$ cat config.mk
export PLATFORM = sky130hd
export DESIGN_NAME = serial_drive_command_decoder_flat
export DESIGN_NICKNAME = d
export VERILOG_FILES = /design/src/hw/rtl/sdcd_pkg.sv /design/src/hw/rtl/sdcd_if.sv /design/src/hw/rtl/sdcd_decode.sv /design/src/hw/rtl/serial_drive_command_decoder.sv /design/src/flat_wrapper.sv
export SDC_FILE = /design/constraint.sdc
export NUM_CORES = 1
export LEC_CHECK = 0
export ABC_CLOCK_PERIOD_IN_PS = 6900
export BUFFER_PORTS_ARGS = -buffer_cell sky130_fd_sc_hd__buf_4
export CAP_MARGIN = 20
export CORE_AREA = 2 2 106 108
export CTS_CLUSTER_SIZE = 30
export DETAILED_ROUTE_END_ITERATION = 8
export DIE_AREA = 0 0 108 110
export PLACE_DENSITY_LB_ADDON = 0.1
export SETUP_SLACK_MARGIN = 0.02
export SYNTH_ARGS = -nofsm -noshare
export SYNTH_HDL_FRONTEND = slang
export SYNTH_SLANG_ARGS = --single-unit
$ cat constraint.sdc
create_clock -name clk_i -period 6.9 [get_ports clk_i]
set_clock_uncertainty 0.2 [all_clocks]
set_input_delay 1.38 -clock clk_i [delete_from_list [all_inputs] [get_ports clk_i]]
set_output_delay 1.38 -clock clk_i [all_outputs]
set_load 0.02 [all_outputs]
$ cat src/hw/rtl/sdcd_pkg.sv
// ----------------------------------------------------------------------------
// Serial drive command decoder package
// Character codes, frame limits, register indexes and the structs that pass
// between the decoder and the top level.
// ----------------------------------------------------------------------------
package sdcd_pkg;

  // Frame characters
  localparam logic [7:0] CharOpen  = 8'h5B;  // '['
  localparam logic [7:0] CharClose = 8'h5D;  // ']'
  localparam logic [7:0] CharZero  = 8'h30;  // '0'

  // Longest frame, counted from the opening bracket
  localparam int unsigned FrameMax = 10;
  localparam int unsigned IdxW     = $clog2(FrameMax + 1);

  // The frame counter runs from zero up to this value and then wraps
  localparam logic [15:0] FrameWrap = 16'd60000;

  // Register reset values
  localparam logic [5:0] SpeedLimitReset   = 6'd50;
  localparam logic [7:0] TimeoutTicksReset = 8'd100;

  // Configuration register indexes
  typedef enum logic [0:0] {
    CfgSpeedLimit   = 1'b0,
    CfgTimeoutTicks = 1'b1
  } cfg_reg_e;

  // Direction command codes
  typedef enum logic [7:0] {
    DirStop      = 8'h30,
    DirSpinRight = 8'h31,
    DirVeerRight = 8'h32,
    DirForward   = 8'h33,
    DirBackRight = 8'h34,
    DirSpinLeft  = 8'h35,
    DirVeerLeft  = 8'h36,
    DirBackward  = 8'h37,
    DirBackLeft  = 8'h38
  } dir_cmd_e;

  // Speed command codes
  localparam logic [7:0] SpeedUp   = 8'h31;  // '1'
  localparam logic [7:0] SpeedDown = 8'h32;  // '2'

  // Request to the frame decoder: captured commands and current state
  typedef struct packed {
    logic [7:0]        speed_cmd;
    logic [7:0]        direction_cmd;
    logic [5:0]        speed_now;
    logic [5:0]        speed_limit;
    logic signed [6:0] left_goal;
    logic signed [6:0] right_goal;
  } dec_req_t;

  // Decoder answer: the state after the frame has been applied
  typedef struct packed {
    logic [5:0]        speed_now;
    logic signed [6:0] left_goal;
    logic signed [6:0] right_goal;
  } dec_rsp_t;

endpackage

$ cat src/hw/rtl/sdcd_if.sv
// ----------------------------------------------------------------------------
// Serial drive command decoder channels
// Input item, result item and configuration write channels, each with a
// valid/ready handshake.
// ----------------------------------------------------------------------------

// Input item: a received byte or a timer tick
interface sdcd_in_if;
  logic       valid;
  logic       ready;
  logic       action;
  logic [7:0] byte_value;

  modport source (output valid, action, byte_value, input ready);
  modport sink   (input valid, action, byte_value, output ready);
endinterface

// Result item: wheel targets and status
interface sdcd_out_if;
  logic              valid;
  logic              ready;
  logic signed [6:0] left_target;
  logic signed [6:0] right_target;
  logic [5:0]        speed_level;
  logic              frame_done;
  logic              timeout_fired;
  logic              collecting;

  modport source (output valid, left_target, right_target, speed_level, frame_done,
                  timeout_fired, collecting, input ready);
  modport sink   (input valid, left_target, right_target, speed_level, frame_done,
                  timeout_fired, collecting, output ready);
endinterface

// Configuration write channel
interface sdcd_cfg_if;
  logic       valid;
  logic       ready;
  logic [0:0] index;
  logic [7:0] data;

  modport source (output valid, index, data, input ready);
  modport sink   (input valid, index, data, output ready);
endinterface

$ cat src/hw/rtl/sdcd_decode.sv
// ----------------------------------------------------------------------------
// Serial drive command frame decoder
// Applies the speed command and selects the left and right wheel targets
// from the direction command.
// ----------------------------------------------------------------------------
module sdcd_decode (
  input  sdcd_pkg::dec_req_t req_i,
  output sdcd_pkg::dec_rsp_t rsp_o
);
  import sdcd_pkg::*;

  logic [5:0]        speed;
  logic signed [6:0] full_pos;
  logic signed [6:0] full_neg;
  logic signed [6:0] half_pos;
  logic signed [6:0] half_neg;

  // Saturating speed step
  always_comb begin
    speed = req_i.speed_now;
    if (req_i.speed_cmd == SpeedUp) begin
      if (req_i.speed_now < req_i.speed_limit) begin
        speed = req_i.speed_now + 6'd1;
      end
    end else if (req_i.speed_cmd == SpeedDown) begin
      if (req_i.speed_now != 6'd0) begin
        speed = req_i.speed_now - 6'd1;
      end
    end
  end

  // Speed is non-negative, so halving by a shift truncates toward zero.
  assign full_pos = {1'b0, speed};
  assign full_neg = -full_pos;
  assign half_pos = {2'b00, speed[5:1]};
  assign half_neg = -half_pos;

  always_comb begin
    rsp_o.speed_now  = speed;
    rsp_o.left_goal  = req_i.left_goal;
    rsp_o.right_goal = req_i.right_goal;
    unique case (req_i.direction_cmd)
      DirStop: begin
        rsp_o.left_goal  = 7'sd0;
        rsp_o.right_goal = 7'sd0;
      end
      DirSpinRight: begin
        rsp_o.left_goal  = full_pos;
        rsp_o.right_goal = full_neg;
      end
      DirVeerRight: begin
        rsp_o.left_goal  = full_pos;
        rsp_o.right_goal = half_neg;
      end
      DirForward: begin
        rsp_o.left_goal  = full_pos;
        rsp_o.right_goal = full_pos;
      end
      DirBackRight: begin
        rsp_o.left_goal  = full_neg;
        rsp_o.right_goal = half_pos;
      end
      DirSpinLeft: begin
        rsp_o.left_goal  = full_neg;
        rsp_o.right_goal = full_pos;
      end
      DirVeerLeft: begin
        rsp_o.left_goal  = half_neg;
        rsp_o.right_goal = full_pos;
      end
      DirBackward: begin
        rsp_o.left_goal  = full_neg;
        rsp_o.right_goal = full_neg;
      end
      DirBackLeft: begin
        rsp_o.left_goal  = half_pos;
        rsp_o.right_goal = full_neg;
      end
      default: begin
        rsp_o.left_goal  = req_i.left_goal;
        rsp_o.right_goal = req_i.right_goal;
      end
    endcase
  end

endmodule

$ cat src/hw/rtl/serial_drive_command_decoder.sv
// ----------------------------------------------------------------------------
// Serial drive command decoder
// Frames received bytes into drive commands, keeps the speed level and the
// wheel targets, and zeroes the targets when frames stop arriving.
// ----------------------------------------------------------------------------
//
//   Channel   Direction  Carries
//   in_i      sink       action (byte or tick), byte_value
//   out_o     source     left_target, right_target, speed_level, frame_done,
//                        timeout_fired, collecting
//   cfg_i     sink       index (0 speed_limit, 1 timeout_ticks), data
//
// The frame state, the watchdog and the result register are all updated at
// the edge that accepts an item, so one item can be accepted in every cycle.
// The result register alone sets the pace: a new item is taken whenever it
// is empty or being emptied in the same cycle. A stall on the output side
// holds the result and stops input. Reset clears the valid flag and all
// frame, drive and watchdog state and loads the register reset values;
// configuration writes are always accepted.
//
module serial_drive_command_decoder (
  input logic       clk_i,
  input logic       rst_ni,
  sdcd_in_if.sink   in_i,
  sdcd_out_if.source out_o,
  sdcd_cfg_if.sink  cfg_i
);
  import sdcd_pkg::*;

  // Configuration registers
  logic [5:0] speed_limit_q;
  logic [7:0] timeout_ticks_q;

  // Frame collection state
  logic            in_frame_q,      in_frame_d;
  logic [IdxW-1:0] byte_index_q,    byte_index_d;
  logic [7:0]      speed_cmd_q,     speed_cmd_d;
  logic [7:0]      direction_cmd_q, direction_cmd_d;

  // Drive state
  logic [5:0]        speed_now_q,  speed_now_d;
  logic signed [6:0] left_goal_q,  left_goal_d;
  logic signed [6:0] right_goal_q, right_goal_d;

  // Watchdog state
  logic [7:0]  tick_count_q,       tick_count_d;
  logic [15:0] frame_count_q,      frame_count_d;
  logic [15:0] frame_count_seen_q, frame_count_seen_d;

  // Result register
  logic              out_valid_q;
  logic signed [6:0] left_target_q;
  logic signed [6:0] right_target_q;
  logic [5:0]        speed_level_q;
  logic              frame_done_q,    frame_done_d;
  logic              timeout_fired_q, timeout_fired_d;
  logic              collecting_q;

  logic     in_ready;
  logic     in_accept;
  dec_req_t dec_req;
  dec_rsp_t dec_rsp;

  assign in_ready  = !out_valid_q || out_o.ready;
  assign in_accept = in_i.valid && in_ready;
  assign in_i.ready  = in_ready;
  assign cfg_i.ready = 1'b1;

  // The decoder always looks at the captured commands; its answer is used
  // only when the current item is a closing bracket.
  assign dec_req.speed_cmd     = speed_cmd_q;
  assign dec_req.direction_cmd = direction_cmd_q;
  assign dec_req.speed_now     = speed_now_q;
  assign dec_req.speed_limit   = speed_limit_q;
  assign dec_req.left_goal     = left_goal_q;
  assign dec_req.right_goal    = right_goal_q;

  sdcd_decode u_decode (
    .req_i (dec_req),
    .rsp_o (dec_rsp)
  );

  // Next state for one item
  always_comb begin
    logic [IdxW-1:0] idx_next;

    in_frame_d         = in_frame_q;
    byte_index_d       = byte_index_q;
    speed_cmd_d        = speed_cmd_q;
    direction_cmd_d    = direction_cmd_q;
    speed_now_d        = speed_now_q;
    left_goal_d        = left_goal_q;
    right_goal_d       = right_goal_q;
    tick_count_d       = tick_count_q;
    frame_count_d      = frame_count_q;
    frame_count_seen_d = frame_count_seen_q;
    frame_done_d       = 1'b0;
    timeout_fired_d    = 1'b0;
    idx_next           = '0;

    if (in_i.action) begin
      // Timer tick: the watchdog checks once every timeout_ticks + 1 ticks
      // whether the frame counter has moved since the last check.
      tick_count_d = tick_count_q + 8'd1;
      if (tick_count_q == timeout_ticks_q) begin
        tick_count_d = 8'd0;
        if (frame_count_seen_q == frame_count_q) begin
          left_goal_d     = 7'sd0;
          right_goal_d    = 7'sd0;
          timeout_fired_d = 1'b1;
        end else begin
          frame_count_seen_d = frame_count_q;
        end
      end
    end else if (in_i.byte_value == CharClose) begin
      // A closing bracket decodes even outside a frame; the cleared
      // commands then leave speed and targets as they are.
      frame_count_d   = (frame_count_q == FrameWrap) ? 16'd0 : frame_count_q + 16'd1;
      speed_now_d     = dec_rsp.speed_now;
      left_goal_d     = dec_rsp.left_goal;
      right_goal_d    = dec_rsp.right_goal;
      in_frame_d      = 1'b0;
      byte_index_d    = '0;
      speed_cmd_d     = 8'd0;
      direction_cmd_d = 8'd0;
      frame_done_d    = 1'b1;
    end else begin
      // An opening bracket always starts afresh at position zero.
      if (in_i.byte_value == CharOpen) begin
        in_frame_d      = 1'b1;
        byte_index_d    = '0;
        speed_cmd_d     = 8'd0;
        direction_cmd_d = 8'd0;
      end
      if (in_frame_d) begin
        if (byte_index_d == IdxW'(1)) begin
          speed_cmd_d = in_i.byte_value;
        end else if (byte_index_d == IdxW'(2)) begin
          direction_cmd_d = in_i.byte_value;
        end
        idx_next     = byte_index_d + IdxW'(1);
        byte_index_d = idx_next;
        // Too long a frame is dropped.
        if (idx_next >= IdxW'(FrameMax)) begin
          in_frame_d      = 1'b0;
          byte_index_d    = '0;
          speed_cmd_d     = 8'd0;
          direction_cmd_d = 8'd0;
        end
      end
    end
  end

  // Configuration registers
  always_ff @(posedge clk_i or negedge rst_ni) begin
    if (!rst_ni) begin
      speed_limit_q   <= SpeedLimitReset;
      timeout_ticks_q <= TimeoutTicksReset;
    end else if (cfg_i.valid) begin
      unique case (cfg_reg_e'(cfg_i.index))
        CfgSpeedLimit:   speed_limit_q   <= cfg_i.data[5:0];
        CfgTimeoutTicks: timeout_ticks_q <= cfg_i.data;
        default: ;
      endcase
    end
  end

  // Block state, updated once per accepted item
  always_ff @(posedge clk_i or negedge rst_ni) begin
    if (!rst_ni) begin
      in_frame_q         <= 1'b0;
      byte_index_q       <= '0;
      speed_cmd_q        <= 8'd0;
      direction_cmd_q    <= 8'd0;
      speed_now_q        <= 6'd0;
      left_goal_q        <= 7'sd0;
      right_goal_q       <= 7'sd0;
      tick_count_q       <= 8'd0;
      frame_count_q      <= 16'd0;
      frame_count_seen_q <= 16'd0;
    end else if (in_accept) begin
      in_frame_q         <= in_frame_d;
      byte_index_q       <= byte_index_d;
      speed_cmd_q        <= speed_cmd_d;
      direction_cmd_q    <= direction_cmd_d;
      speed_now_q        <= speed_now_d;
      left_goal_q        <= left_goal_d;
      right_goal_q       <= right_goal_d;
      tick_count_q       <= tick_count_d;
      frame_count_q      <= frame_count_d;
      frame_count_seen_q <= frame_count_seen_d;
    end
  end

  // Result register valid flag
  always_ff @(posedge clk_i or negedge rst_ni) begin
    if (!rst_ni) begin
      out_valid_q <= 1'b0;
    end else begin
      out_valid_q <= in_accept || (out_valid_q && !out_o.ready);
    end
  end

  // Result payload
  always_ff @(posedge clk_i) begin
    if (in_accept) begin
      left_target_q   <= left_goal_d;
      right_target_q  <= right_goal_d;
      speed_level_q   <= speed_now_d;
      frame_done_q    <= frame_done_d;
      timeout_fired_q <= timeout_fired_d;
      collecting_q    <= in_frame_d;
    end
  end

  assign out_o.valid         = out_valid_q;
  assign out_o.left_target   = left_target_q;
  assign out_o.right_target  = right_target_q;
  assign out_o.speed_level   = speed_level_q;
  assign out_o.frame_done    = frame_done_q;
  assign out_o.timeout_fired = timeout_fired_q;
  assign out_o.collecting    = collecting_q;

endmodule

$ cat src/flat_wrapper.sv
// flat-port wrapper written by rule: the top's interface ports become plain ports
module serial_drive_command_decoder_flat import sdcd_pkg::*;
  (clk_i, rst_ni, in_i_valid, in_i_action, in_i_byte_value, in_i_ready, out_o_valid, out_o_left_target, out_o_right_target, out_o_speed_level, out_o_frame_done, out_o_timeout_fired, out_o_collecting, out_o_ready, cfg_i_valid, cfg_i_index, cfg_i_data, cfg_i_ready);
  sdcd_in_if in_i_i ();
  sdcd_out_if out_o_i ();
  sdcd_cfg_if cfg_i_i ();
  input logic clk_i;
  input logic rst_ni;
  input wire logic [$bits(in_i_i.valid)-1:0] in_i_valid;
  input wire logic [$bits(in_i_i.action)-1:0] in_i_action;
  input wire logic [$bits(in_i_i.byte_value)-1:0] in_i_byte_value;
  output wire logic [$bits(in_i_i.ready)-1:0] in_i_ready;
  output wire logic [$bits(out_o_i.valid)-1:0] out_o_valid;
  output wire logic [$bits(out_o_i.left_target)-1:0] out_o_left_target;
  output wire logic [$bits(out_o_i.right_target)-1:0] out_o_right_target;
  output wire logic [$bits(out_o_i.speed_level)-1:0] out_o_speed_level;
  output wire logic [$bits(out_o_i.frame_done)-1:0] out_o_frame_done;
  output wire logic [$bits(out_o_i.timeout_fired)-1:0] out_o_timeout_fired;
  output wire logic [$bits(out_o_i.collecting)-1:0] out_o_collecting;
  input wire logic [$bits(out_o_i.ready)-1:0] out_o_ready;
  input wire logic [$bits(cfg_i_i.valid)-1:0] cfg_i_valid;
  input wire logic [$bits(cfg_i_i.index)-1:0] cfg_i_index;
  input wire logic [$bits(cfg_i_i.data)-1:0] cfg_i_data;
  output wire logic [$bits(cfg_i_i.ready)-1:0] cfg_i_ready;
  assign in_i_i.valid = in_i_valid;
  assign in_i_i.action = in_i_action;
  assign in_i_i.byte_value = in_i_byte_value;
  assign in_i_ready = in_i_i.ready;
  assign out_o_valid = out_o_i.valid;
  assign out_o_left_target = out_o_i.left_target;
  assign out_o_right_target = out_o_i.right_target;
  assign out_o_speed_level = out_o_i.speed_level;
  assign out_o_frame_done = out_o_i.frame_done;
  assign out_o_timeout_fired = out_o_i.timeout_fired;
  assign out_o_collecting = out_o_i.collecting;
  assign out_o_i.ready = out_o_ready;
  assign cfg_i_i.valid = cfg_i_valid;
  assign cfg_i_i.index = cfg_i_index;
  assign cfg_i_i.data = cfg_i_data;
  assign cfg_i_ready = cfg_i_i.ready;
  serial_drive_command_decoder u_core (.clk_i(clk_i), .rst_ni(rst_ni), .in_i(in_i_i), .out_o(out_o_i), .cfg_i(cfg_i_i));
endmodule
==> impl_metrics.toml <==
[die]
initial_core_util = 0.6409
rows = 38
die_h_um = 110
ioPinCount = 49
die_area_mm2 = 0.01188
core_mm2 = 0.01070
die_width_um = 108

[run_status]
status = "finished, final reports clean"

[logic_synthesis]
synth_area_leaders = "dfrtp_1 (33%), edfxtp_1 (10%), nand2_1 (4.4%)"
synth.avg_cell_area_um2 = 9.781
synth_cells = 701
ys_types = 89
synth_area_mm2 = 0.006857
synth_seq_area_share = 0.4522
yosys.area.top_type_share = 0.3285
ys.flop_type = "dfrtp_1"
synth_top_cell_by_area = "dfrtp_1"
synth_edf_count = 23
yosys_warnings = 0
synthArstFlopShare = 0.8067
ys_ff_latch = 119
synth_nets = 740

[global_routing]
overflow = 0
antenna_found_initial = 0
grt_pass1_vias = 5529
grt_pass1_wl_um = 27680
grt_max_degree = 50
grt_usage = 0.3058

[clocking]
cts_buffer_depth = 2
worstSkewPairLatency_ns = 0.53
numCtsBuffers = 17
post_cts_resized = 0
clk_pin_slew_ns = 0.06
clockRootBuffer = "clkbuf_8"
cts_tree = "built"
post_cts_buffers = 0
cts_hold_buf = 0
htreeDepth = 4
clock-sinks = 119

[setup_path]
crit_chain = "inv_1 -> ha_1 -> or3b_4 -> o211ai_4 -> mux2i_1 -> a311oi_4 -> ha_1 -> nand2_1 -> a2111oi_0 -> a221oi_1 -> nand4b_1 -> xnor2_1 -> o21ai_0 -> o22ai_1 -> o22ai_1"
worst_setup_path_start_kind = "register"
crit_arrival_ns = 5.08
slowest_stage = "a311oi_4"
path_max_fanout = 11
critPathKind = "reg -> reg"
crit_path_max_incr_delay_ns = 0.54
required_ns = 7.06
endpoint_kind = "register"

[detailed_routing]
drc_errors = 0
vias_per_cell = 6.420
vias = 5733
ant_nets = 0
drtPass1Iterations = 5
drt_wl_total_um = 17070
drt_iter0_markers = 544
drt-wirelength-per-cell_um = 19.11

[power]
powerDensity_mw_per_mm2 = 246.3
p_leak_nw = 3.423
p_comb_frac = 0.117
power.share.clock = 0.452
ir_drop_mv = 0.1974
internal_power_w = 0.001434
switchingPower_w = 0.0004950
seq_power_share = 0.431
switching_share = 0.2566

[timing]
hold_violations = 0
fmax_mhz = 203.6
setup_viol = 0
holdWs_ns = 0.2861
tightest_slew_ns = 0.8745
fin_crit_ns = 4.911
maxSlewHeadroom = 0.4170
tns_ns = 0
rsz0062_at_grt = "false"
drv_slew = 0
finalCritPeriodShare = 0.7117

[flow_run]
max-cap-violations = 0

[final_layout]
mostFrequentLayoutCells = "dfrtp_1 (90), nand2_1 (80), o21ai_0 (57)"
drive_gt1_frac = 0.1687
fin_nets = 779
final_area_mm2 = 0.007830
areaGrowthSynthToFinish_pct = 14.20
antenna_cells = 0
layout_commonest_cell = "dfrtp_1"
fillers = 759
final_core_util = 0.7319

[min_path]
min_path_type = "reg -> reg"

[place]
dpl_cell_area_mm2 = 0.007251
place.gp.congestion = 0.9653
place_hpwl_um = 11690
portBuffers = 47
[synthesized netlist by cell type (all sizes together) (3+ instances only)]
cell	instances
a2111oi	3
o21a	4
mux2i	3
o211ai	5
clkbuf	20
a221oi	4
nor4b	5
a211oi	3
a311oi	3
nor4bb	4
buf	9
dfrtp	90
and2	8
and3	13
nand2	82
xor2	28
nor3	7
nor2	45
xnor2	13
nand2b	13
nand3	22
inv	24
o31ai	5
a22o	20
or3	7
nor2b	6
o22ai	11
nand4	11
o31a	3
a21o	5
a21oi	31
a22oi	3
edfxtp	23
ha	16
mux2	24
a31oi	9
dfstp	6
nand3b	3
o22a	4
nor4	7
o21ai	61
[layout make-up]
class / count / area [um^2] / area share
Multi-Input combinational cell: 527 / 3506 / 0.4477
Sequential cell: 119 / 3100 / 0.3960
Clock buffer: 22 / 454.2 / 0.05801
Timing Repair Buffer: 50 / 375.4 / 0.04794
Tap cell: 140 / 175.2 / 0.02237
Clock inverter: 10 / 125.1 / 0.01598
Inverter: 25 / 93.84 / 0.01198
[stage by stage]
step	std cells	setup WS, ns	total power (W)
after floorplan	701	2.367	0.0009775
after global placement	861	1.907	0.001043
after detailed placement	861	1.740	0.001057
after CTS	893	2.135	0.001937
after global routing	893	1.817	0.002012
final	893	1.989	0.001929
[power by group through the flow]
stage	logic [W]	registers, W	clock network, W
global placement	0.000206	0.000837	0
floorplan	0.000150	0.000827	0
detailed placement	0.000218	0.000839	0
finish	0.000225	0.000831	0.000872
global route	0.000251	0.000838	0.000923
CTS	0.000226	0.000829	0.000882
[layer usage]
metal  track usage  wire length (um)  vias to the layer above
met1        0.4011              7323                     2808
met5             0                 0                        -
met2        0.4973              8339                      227
met4        0.1016               230                        0
li1              -                 -                     2671
met3       0.08172              1173                       27
[sequential cells by signal, indices dropped and copies added (netlist names), 7 cells and up]
name / cells
u_core.out_o.left_target: 7
u_core.out_o.right_target: 7
u_core.left_goal_q: 7
u_core.speed_cmd_q: 8
u_core.tick_count_q: 8
u_core.direction_cmd_q: 8
u_core.frame_count_q: 16
u_core.timeout_ticks_q: 8
u_core.right_goal_q: 7
u_core.frame_count_seen_q: 16
[worst max-delay path, delay by kind of cell, from the launching register on]
kind	cells	cell delay, ns
xor gates and xnor gates	1	0.20
muxes	1	0.18
AOI/OAI and AO/OA	7	2.02
DFF	1	0.52
buffers and inverters	1	0.18
adders and majority gates	2	0.64
and+or+nand+nor	3	0.80
[kinds of logic (layout without fill, tap and decap cells)]
kind of cell | after synthesis | after routing | synth area share
and+or+nand+nor | 249 | 249 | 0.1902
AOI/OAI and AO/OA | 193 | 193 | 0.1953
DFF | 119 | 119 | 0.4522
buffers and inverters | 55 | 107 | 0.03650
xor gates and xnor gates | 41 | 41 | 0.05237
muxes | 27 | 27 | 0.04380
adders and majority gates | 16 | 16 | 0.02920
other | 1 | 1 | 0.0005469
[worst paths after layout]
kind,cells past startpoint,startpoint,slack (ns),to
worst min register to register,2,u_core.right_goal_q[0],0.29,u_core.right_goal_q[0]
worst min-delay path,2,u_core.right_goal_q[0],0.29,u_core.right_goal_q[0]
min in group asynchronous,1,rst_ni,0.66,u_core.speed_limit_q[2]
max in group asynchronous,2,rst_ni,4.78,u_core.frame_count_q[2]
worst max register to register,15,u_core.speed_now_q[0],1.99,u_core.out_o.left_target[4]
worst max-delay path,15,u_core.speed_now_q[0],1.99,u_core.out_o.left_target[4]
No activity file was read; power rests on OpenSTA's default activity.
